### src/rtl/core/stcm_pkg.sv
// ----------------------------------------------------------------------------
// stcm_pkg
// Shared types, register codes and color tables for the scalar colormap.
// ----------------------------------------------------------------------------
package stcm_pkg;

    localparam int VALUE_FRAC_BITS_DEF = 8;

    localparam int VAL_W  = 24;
    localparam int CH_W   = 8;
    localparam int MAP_W  = 3;
    localparam int QUO_W  = 16;
    localparam int T_W    = 17;
    localparam int ADDR_W = 4;
    localparam int DATA_W = 32;

    // register byte addresses
    localparam logic [ADDR_W-1:0] ADDR_RANGE_MIN = 4'd0;
    localparam logic [ADDR_W-1:0] ADDR_RANGE_MAX = 4'd4;
    localparam logic [ADDR_W-1:0] ADDR_MAP_TYPE  = 4'd8;

    // map codes; codes above white also give white
    localparam logic [MAP_W-1:0] MAP_RAINBOW = 3'd0;
    localparam logic [MAP_W-1:0] MAP_GRAY    = 3'd1;
    localparam logic [MAP_W-1:0] MAP_HEAT    = 3'd2;
    localparam logic [MAP_W-1:0] MAP_VIRIDIS = 3'd3;
    localparam logic [MAP_W-1:0] MAP_WHITE   = 3'd4;

    localparam logic [VAL_W-1:0] RANGE_MIN_RST = '0;
    localparam logic [VAL_W-1:0] RANGE_MAX_RST = 24'd25600;

    // heat map breakpoints, t scaled by 100 (0.33 and 0.66 of 2^16)
    localparam logic [22:0] HEAT_P1 = 23'd2162688;
    localparam logic [22:0] HEAT_P2 = 23'd4325376;
    localparam logic [22:0] HEAT_P3 = 23'd2228224;

    typedef enum logic [1:0] {
        HEAT_LOW  = 2'd0,
        HEAT_MID  = 2'd1,
        HEAT_HIGH = 2'd2
    } heat_region_t;

    // one item inside the divider pipeline
    typedef struct packed {
        logic [VAL_W-1:0] rem;
        logic [VAL_W-1:0] dvs;
        logic [QUO_W-1:0] quo;
        logic             sat_zero;
        logic             sat_one;
        logic [MAP_W-1:0] map;
    } div_item_t;

    // floor(255 * x / 1e6 + 1/2), x in millionths; evaluated on constants only
    function automatic logic [CH_W-1:0] chan_m(input longint x);
        chan_m = CH_W'((510 * x + 1000000) / 2000000);
    endfunction

    function automatic logic [3*CH_W-1:0] vir_rgb(input logic [4:0] idx);
        case (idx)
            5'd0:  vir_rgb = {chan_m(267004), chan_m(4874),   chan_m(329415)};
            5'd1:  vir_rgb = {chan_m(268510), chan_m(9605),   chan_m(335427)};
            5'd2:  vir_rgb = {chan_m(269944), chan_m(14625),  chan_m(341379)};
            5'd3:  vir_rgb = {chan_m(271305), chan_m(19942),  chan_m(347269)};
            5'd4:  vir_rgb = {chan_m(272594), chan_m(25563),  chan_m(353093)};
            5'd5:  vir_rgb = {chan_m(273809), chan_m(31497),  chan_m(358853)};
            5'd6:  vir_rgb = {chan_m(274952), chan_m(37752),  chan_m(364543)};
            5'd7:  vir_rgb = {chan_m(276022), chan_m(44167),  chan_m(370164)};
            5'd8:  vir_rgb = {chan_m(277018), chan_m(50344),  chan_m(375715)};
            5'd9:  vir_rgb = {chan_m(277941), chan_m(56324),  chan_m(381191)};
            5'd10: vir_rgb = {chan_m(278791), chan_m(62145),  chan_m(386592)};
            5'd11: vir_rgb = {chan_m(279566), chan_m(67836),  chan_m(391917)};
            5'd12: vir_rgb = {chan_m(280267), chan_m(73417),  chan_m(397163)};
            5'd13: vir_rgb = {chan_m(280894), chan_m(78907),  chan_m(402329)};
            5'd14: vir_rgb = {chan_m(281446), chan_m(84320),  chan_m(407414)};
            5'd15: vir_rgb = {chan_m(281924), chan_m(89666),  chan_m(412415)};
            5'd16: vir_rgb = {chan_m(282327), chan_m(94955),  chan_m(417331)};
            5'd17: vir_rgb = {chan_m(282656), chan_m(100196), chan_m(422160)};
            5'd18: vir_rgb = {chan_m(282910), chan_m(105393), chan_m(426902)};
            5'd19: vir_rgb = {chan_m(283091), chan_m(110553), chan_m(431554)};
            5'd20: vir_rgb = {chan_m(283197), chan_m(115680), chan_m(436115)};
            5'd21: vir_rgb = {chan_m(283229), chan_m(120777), chan_m(440584)};
            5'd22: vir_rgb = {chan_m(283187), chan_m(125848), chan_m(444960)};
            5'd23: vir_rgb = {chan_m(283072), chan_m(130895), chan_m(449241)};
            default: vir_rgb = {chan_m(282884), chan_m(135920), chan_m(453427)};
        endcase
    endfunction

    // y / 33, exact for y < 32768
    function automatic logic [CH_W-1:0] div33(input logic [14:0] y);
        logic [35:0] p;
        p = 36'(y) * 36'd31776;
        div33 = CH_W'(p >> 20);
    endfunction

    // y / 17, exact for y < 32768
    function automatic logic [CH_W-1:0] div17(input logic [14:0] y);
        logic [35:0] p;
        p = 36'(y) * 36'd61681;
        div17 = CH_W'(p >> 20);
    endfunction

endpackage

### src/rtl/core/scalar_to_rgb_colormap.sv
// Pipeline: 1 range stage, 16 divider stages and 3 color stages, all registered.
// Throughput: one transaction per cycle while the output is not stalled; the 16-stage
// restoring divider retires one quotient bit per stage.
// A stall on the output freezes the whole pipeline.
// Reset: pipeline empty, range_min 0, range_max 100.0, map rainbow.
// ----------------------------------------------------------------------------
// scalar_to_rgb_colormap
// Normalizes a Q16.8 sample against a configured range and maps it to RGB.
// ----------------------------------------------------------------------------
module scalar_to_rgb_colormap
    import stcm_pkg::*;
#(
    parameter int VALUE_FRAC_BITS = VALUE_FRAC_BITS_DEF
)
(
    input  logic                clk,
    input  logic                rst_n,
    input  logic                psel,
    input  logic                penable,
    input  logic                pwrite,
    input  logic [ADDR_W-1:0]   paddr,
    input  logic [DATA_W-1:0]   pwdata,
    output logic [DATA_W-1:0]   prdata,
    output logic                pready,
    input  logic                in_valid,
    output logic                in_stall,
    input  logic signed [VAL_W-1:0] sample_value,
    output logic                out_valid,
    input  logic                out_stall,
    output logic [CH_W-1:0]     red,
    output logic [CH_W-1:0]     green,
    output logic [CH_W-1:0]     blue
);

    // largest range (in LSBs) still treated as degenerate
    localparam int RNG_MIN = (1 << VALUE_FRAC_BITS) / 10000;
    localparam int DW      = VAL_W + 2;
    localparam int NSTG    = QUO_W;

    logic signed [VAL_W-1:0] range_min_reg;
    logic signed [VAL_W-1:0] range_max_reg;
    logic [MAP_W-1:0]        map_type_reg;

    logic cfg_wr;
    logic adv;

    assign pready = 1'b1;
    assign cfg_wr = psel && penable && pwrite;

    always_ff @(posedge clk or negedge rst_n)
    begin
        if (!rst_n)
        begin
            range_min_reg <= RANGE_MIN_RST;
            range_max_reg <= RANGE_MAX_RST;
            map_type_reg  <= MAP_RAINBOW;
        end
        else if (cfg_wr)
        begin
            case (paddr)
                ADDR_RANGE_MIN: range_min_reg <= pwdata[VAL_W-1:0];
                ADDR_RANGE_MAX: range_max_reg <= pwdata[VAL_W-1:0];
                ADDR_MAP_TYPE:  map_type_reg  <= pwdata[MAP_W-1:0];
                default: ;
            endcase
        end
    end

    always_comb
    begin
        case (paddr)
            ADDR_RANGE_MIN: prdata = DATA_W'(range_min_reg);
            ADDR_RANGE_MAX: prdata = DATA_W'(range_max_reg);
            ADDR_MAP_TYPE:  prdata = DATA_W'(map_type_reg);
            default:        prdata = '0;
        endcase
    end

    // ---------------- range stage ----------------
    logic signed [DW-1:0] diff;
    logic signed [DW-1:0] rng;
    logic                 rng_ok;
    div_item_t            entry;

    always_comb
    begin
        diff   = DW'(sample_value) - DW'(range_min_reg);
        rng    = DW'(range_max_reg) - DW'(range_min_reg);
        rng_ok = rng > $signed(DW'(RNG_MIN));
        entry.rem      = diff[VAL_W-1:0];
        entry.dvs      = rng[VAL_W-1:0];
        entry.quo      = '0;
        entry.sat_zero = !rng_ok || (diff <= $signed(DW'(0)));
        entry.sat_one  = rng_ok && (diff >= rng);
        entry.map      = map_type_reg;
    end

    assign adv      = !out_valid || !out_stall;
    assign in_stall = !adv;

    // ---------------- divider pipeline ----------------
    div_item_t div_reg   [0:NSTG];
    logic      div_v_reg [0:NSTG];

    always_ff @(posedge clk or negedge rst_n)
    begin
        if (!rst_n)
            div_v_reg[0] <= 1'b0;
        else if (adv)
            div_v_reg[0] <= in_valid;
    end

    always_ff @(posedge clk)
    begin
        if (adv)
            div_reg[0] <= entry;
    end

    for (genvar k = 0; k < NSTG; k++)
    begin : g_div
        div_item_t          stg_next;
        logic [VAL_W:0]     shl;
        logic               ge;

        always_comb
        begin
            stg_next = div_reg[k];
            shl      = {div_reg[k].rem, 1'b0};
            ge       = shl >= {1'b0, div_reg[k].dvs};
            stg_next.rem = ge ? VAL_W'(shl - {1'b0, div_reg[k].dvs}) : shl[VAL_W-1:0];
            stg_next.quo = {div_reg[k].quo[QUO_W-2:0], ge};
        end

        always_ff @(posedge clk or negedge rst_n)
        begin
            if (!rst_n)
                div_v_reg[k+1] <= 1'b0;
            else if (adv)
                div_v_reg[k+1] <= div_v_reg[k];
        end

        always_ff @(posedge clk)
        begin
            if (adv)
                div_reg[k+1] <= stg_next;
        end
    end

    // ---------------- color stage 1 ----------------
    logic [T_W-1:0]  t_val;
    logic [19:0]     u_val;
    logic [2:0]      seg;
    logic [T_W-1:0]  nn;
    logic [T_W-1:0]  nn_inv;
    logic [CH_W-1:0] c_n;
    logic [CH_W-1:0] c_inv;
    logic [CH_W-1:0] c_b0;
    logic [CH_W-1:0] c_gray;
    logic [20:0]     t24;
    logic [3*CH_W-1:0] rgb1_next;
    logic [22:0]     v_next;

    always_comb
    begin
        if (div_reg[NSTG].sat_one)
            t_val = T_W'(1 << QUO_W);
        else if (div_reg[NSTG].sat_zero)
            t_val = '0;
        else
            t_val = {1'b0, div_reg[NSTG].quo};

        u_val = 20'(t_val) * 20'd5;
        seg   = (u_val[19:16] > 4'd4) ? 3'd4 : u_val[18:16];
        nn    = T_W'(u_val - {1'b0, seg, 16'd0});
        nn_inv = T_W'(1 << QUO_W) - nn;
        c_n    = CH_W'((27'(nn) * 27'd510 + 27'd65536) >> 17);
        c_inv  = CH_W'((27'(nn_inv) * 27'd510 + 27'd65536) >> 17);
        c_b0   = CH_W'((28'(nn + T_W'(1 << QUO_W)) * 28'd510 + 28'd131072) >> 18);
        c_gray = CH_W'((27'(t_val) * 27'd510 + 27'd65536) >> 17);
        t24    = 21'(t_val) * 21'd24;
        v_next = 23'(t_val) * 23'd100;

        case (div_reg[NSTG].map)
            MAP_RAINBOW:
            begin
                case (seg)
                    3'd0:    rgb1_next = {8'd0, 8'd0, c_b0};
                    3'd1:    rgb1_next = {8'd0, c_n, 8'd255};
                    3'd2:    rgb1_next = {8'd0, 8'd255, c_inv};
                    3'd3:    rgb1_next = {c_n, 8'd255, 8'd0};
                    default: rgb1_next = {8'd255, c_inv, 8'd0};
                endcase
            end
            MAP_GRAY:    rgb1_next = {c_gray, c_gray, c_gray};
            MAP_VIRIDIS: rgb1_next = vir_rgb(t24[20:16]);
            default:     rgb1_next = '1;
        endcase
    end

    logic              s1_v_reg;
    logic [3*CH_W-1:0] s1_rgb_reg;
    logic [22:0]       s1_v_val_reg;
    logic              s1_heat_reg;

    always_ff @(posedge clk or negedge rst_n)
    begin
        if (!rst_n)
            s1_v_reg <= 1'b0;
        else if (adv)
            s1_v_reg <= div_v_reg[NSTG];
    end

    always_ff @(posedge clk)
    begin
        if (adv)
        begin
            s1_rgb_reg   <= rgb1_next;
            s1_v_val_reg <= v_next;
            s1_heat_reg  <= div_reg[NSTG].map == MAP_HEAT;
        end
    end

    // ---------------- color stage 2: heat numerators ----------------
    heat_region_t region_next;
    logic [32:0]  acc_r;
    logic [32:0]  acc_b;
    logic [32:0]  acc_g;
    logic [14:0]  yr_next;
    logic [14:0]  yb_next;
    logic [14:0]  yg_next;

    always_comb
    begin
        acc_r = '0;
        acc_b = '0;
        acc_g = '0;
        if (s1_v_val_reg < HEAT_P1)
        begin
            region_next = HEAT_LOW;
            acc_b = 33'(s1_v_val_reg) * 33'd510 + 33'(HEAT_P1);
        end
        else if (s1_v_val_reg < HEAT_P2)
        begin
            region_next = HEAT_MID;
            acc_r = 33'(s1_v_val_reg - HEAT_P1) * 33'd510 + 33'(HEAT_P1);
            acc_b = 33'(HEAT_P2 - s1_v_val_reg) * 33'd510 + 33'(HEAT_P1);
        end
        else
        begin
            region_next = HEAT_HIGH;
            acc_g = 33'(s1_v_val_reg - HEAT_P2) * 33'd510 + 33'(HEAT_P3);
        end
        yr_next = 15'(acc_r >> 17);
        yb_next = 15'(acc_b >> 17);
        yg_next = 15'(acc_g >> 18);
    end

    logic              s2_v_reg;
    logic [3*CH_W-1:0] s2_rgb_reg;
    logic              s2_heat_reg;
    heat_region_t      s2_region_reg;
    logic [14:0]       s2_yr_reg;
    logic [14:0]       s2_yb_reg;
    logic [14:0]       s2_yg_reg;

    always_ff @(posedge clk or negedge rst_n)
    begin
        if (!rst_n)
            s2_v_reg <= 1'b0;
        else if (adv)
            s2_v_reg <= s1_v_reg;
    end

    always_ff @(posedge clk)
    begin
        if (adv)
        begin
            s2_rgb_reg    <= s1_rgb_reg;
            s2_heat_reg   <= s1_heat_reg;
            s2_region_reg <= region_next;
            s2_yr_reg     <= yr_next;
            s2_yb_reg     <= yb_next;
            s2_yg_reg     <= yg_next;
        end
    end

    // ---------------- color stage 3: output register ----------------
    logic [3*CH_W-1:0] rgb3_next;

    always_comb
    begin
        if (s2_heat_reg)
        begin
            case (s2_region_reg)
                HEAT_LOW:  rgb3_next = {8'd0, 8'd0, div33(s2_yb_reg)};
                HEAT_MID:  rgb3_next = {div33(s2_yr_reg), 8'd0, div33(s2_yb_reg)};
                default:   rgb3_next = {8'd255, div17(s2_yg_reg), 8'd0};
            endcase
        end
        else
        begin
            rgb3_next = s2_rgb_reg;
        end
    end

    logic out_valid_reg;

    always_ff @(posedge clk or negedge rst_n)
    begin
        if (!rst_n)
            out_valid_reg <= 1'b0;
        else if (adv)
            out_valid_reg <= s2_v_reg;
    end

    always_ff @(posedge clk)
    begin
        if (adv)
            {red, green, blue} <= rgb3_next;
    end

    assign out_valid = out_valid_reg;

endmodule

### config.mk
export PLATFORM = sky130hd
export DESIGN_NAME = scalar_to_rgb_colormap
export DESIGN_NICKNAME = d
export VERILOG_FILES = /design/src/rtl/core/stcm_pkg.sv /design/src/rtl/core/scalar_to_rgb_colormap.sv
export SDC_FILE = /design/constraint.sdc
export NUM_CORES = 2
export LEC_CHECK = 0
export BUFFER_PORTS_ARGS = -buffer_cell sky130_fd_sc_hd__clkbuf_2
export CORE_MARGIN = 2
export CORE_UTILIZATION = 48
export DETAILED_ROUTE_END_ITERATION = 8
export PLACE_DENSITY = 0.71
export SKIP_CTS_REPAIR_TIMING = 1
export SLEW_MARGIN = 20
export SYNTH_ARGS = -nofsm -noshare
export SYNTH_HDL_FRONTEND = slang
export SYNTH_SLANG_ARGS = --single-unit
### constraint.sdc
create_clock -name clk -period 33.7 [get_ports clk]
set_input_delay 3.37 -clock clk [delete_from_list [all_inputs] [get_ports clk]]
set_output_delay 3.37 -clock clk [all_outputs]
set_load 0.01 [all_outputs]
==> out/qor.csv <==
stage;metric;value;unit
floorplan;die_h;453;µm
layout;final.fill_count;17300;
global_route;grt_use_met2;35.0;%
floorplan;fp-row-count;164;
global_route;grt_pass1_vias;66000;
global_route;grt_max_degree;131;
synth;yosysWarnings;0;
timing;maxSlewHeadroom;28.1;%
layout;nets;10900;
synth;postSynthCellCount;8882;
worst_setup_path;required;34.17;ns
floorplan;coreArea;0.200;mm²
clocking;clock_path_buffers;3;
global_route;grt_use_met1;26.6;%
timing;hold_viol_final;0;
min_path;hold_class;flop to flop;
place;portBuffers;116;
clocking;clock_latency;0.77;ns
worst_setup_path;crit_fanout;15;
synth;ys_seq_area_share;36.9;%
routing;drtAntennaViolNets;0;
timing;fmax;0.0875;GHz
synth;synth_top_area_cell;edfxtp_1;
place;place_congestion;0.925;
layout;stdcell_count;11800;
timing;setup_viol;0;
routing;drt-pass1-iter-count;6;
timing;fin_crit_sh;33.9;%
worst_setup_path;criticalPathCategory;flop to flop;
synth;syn-num-nets;10700;
clocking;cts_buffers;135;
global_route;top_usage_layer;met2;
synth;ys_async_sr_fraction;5.91;%
run;timing.max_cap.violations;0;
clocking;clk_pin_slew;0.06;ns
synth;syn_area;0.0969;mm²
clocking;cts_tree;yes;
synth;synth_edf_count;1131;
synth;synth-main-ff-cell;edfxtp_1;
global_route;antenna_found_initial;2;
global_route;gr-total-overflow;0;
synth;synth_area_leaders;edfxtp_1 (35%), fa_1 (14%), ha_1 (14%), inv_1 (5.8%), xnor2_1 (3.9%);
worst_setup_path;crit_arrival;11.90;ns
global_route;globalRouteTotalUtil;20.6;%
timing;finalMaxSlewViolations;0;
run_status;status;complete, no violations;
worst_setup_path;critPathLaunchType;flop;
routing;routed_wl;209000;µm
synth;yosysMostFrequentCell;inv_1;
routing;via_count;64500;
layout;drive_above_1_share;7.50;%
synth;syn_area_per_cell;10.9;µm²
timing;rsz0062_at_grt;no;
routing;drcViolationCount;0;
worst_setup_path;max_stage_delay;0.73;ns
clocking;clockRootBuffer;clkbuf_16;
floorplan;dieArea;0.205;mm²
worst_setup_path;end_kind;flop;
worst_setup_path;cpMaxStageDelayCell;o41ai_1;
timing;fin_ws;22.28;ns
synth;synth-seq-cells;1202;
floorplan;dieWidth;453;µm
place;place_ws;22.23;ns
timing;worstMarginPinSlew;1.07;ns
layout;antennaDiodeCount;0;
global_route;met3_usage;2.78;%
clocking;cts_sinks;1202;
timing;fin_worst_skew;0.0515;ns
synth;ys_types;87;
worst_setup_path;cp_common_cell;inv_1;
routing;drt_iter0_drc;4338;
synth;synth_top_area_share;35.0;%
clocking;h-tree-depth;4;
global_route;grt_pass1_wl;343000;µm
layout;synthToLayoutAreaGrowth;8.50;%
synth;netlist_top_cells_count;inv_1 (1,506), edfxtp_1 (1,131), ha_1 (1,056);
place;dpl.cell_count;11600;
layout;largest_reg_flops;989;
place;place_area;0.101;mm²
timing;min_period;11.42;ns
layout;final_cell_area;0.105;mm²
routing;post_drt_wl_per_cell;17.7;µm
timing;tns;0;ns
floorplan;initial_core_util;48.4;%
routing;post_drt_via_cell_ratio;5.46;
place;dp_hpwl;169000;µm
floorplan;boundaryPins;126;
## worst max-delay path, delay by kind of cell, from the launching register on
family	cells	cell delay [ns]
compound gates	6	1.73
xor+xnor	4	1.72
buf+inv	7	1.39
flops	1	0.66
fa+ha+maj	10	3.91
simple gates	11	1.75
## per-stage QoR
stage                     utilization, %  hold slack (ns)
after global routing                52.5            0.398
after CTS                           52.5            0.388
after detailed placement            50.3            0.405
final                               52.5            0.393
after floorplan                        -            0.400
after global placement              50.3            0.401
## routing by layer
metal	share of wire, %	wire, µm
met3	4.5	9470
met4	4.1	8650
met2	48	101000
met5	0	0
met1	43	90000
## area by class of cell
| type | count | area [µm²] | area share, % |
|---|---|---|---|
| Inverter | 1509 | 5660 | 5.39 |
| Timing Repair Buffer | 157 | 907 | 0.863 |
| Sequential cell | 1202 | 35700 | 34.0 |
| Tap cell | 2656 | 3320 | 3.16 |
| Clock buffer | 164 | 3510 | 3.34 |
| Multi-Input combinational cell | 6036 | 55100 | 52.4 |
| Clock inverter | 79 | 933 | 0.888 |
## cells in the final DEF, fill, tap and decap left out, types with 115 or more instances in the layout
cell type	count
xnor2_1	435
nand3_1	132
edfxtp_1	1131
clkbuf_16	136
o21ai_0	364
a21oi_1	440
fa_1	696
clkbuf_2	115
mux2_2	245
nor3_1	126
xor2_1	201
nand2_1	443
inv_1	1506
nor2_1	446
a21o_1	165
ha_1	1056
## logic make-up after synthesis
logic type      count (synthesis)  share of synthesized area [%]
fa+ha+maj                    1754                           28.0
mux                           267                           3.07
buf+inv                      1644                           6.40
simple gates                 1675                           8.36
compound gates               1699                           11.4
flops                        1202                           36.9
other cells                     2                        0.00775
xor+xnor                      639                           5.81
## final timing paths
| path | from | end | slack (ns) | cells after the start |
|---|---|---|---|---|
| max | div_reg[8][3] | s1_rgb_reg[5] | 22.28 | 38 |
| min | div_reg[7][85] | div_reg[8][17] | 0.39 | 0 |
| max reg2reg | div_reg[8][3] | s1_rgb_reg[5] | 22.28 | 38 |
| min reg2reg | div_reg[7][85] | div_reg[8][17] | 0.39 | 0 |
| max in group asynchronous | rst_n | div_v_reg[10] | 30.32 | 1 |
| min in group asynchronous | rst_n | range_max_reg[8] | 2.73 | 1 |
Power is not shown: default switching activity piles up to over one toggle a cycle in this logic, so the estimate is an artifact.
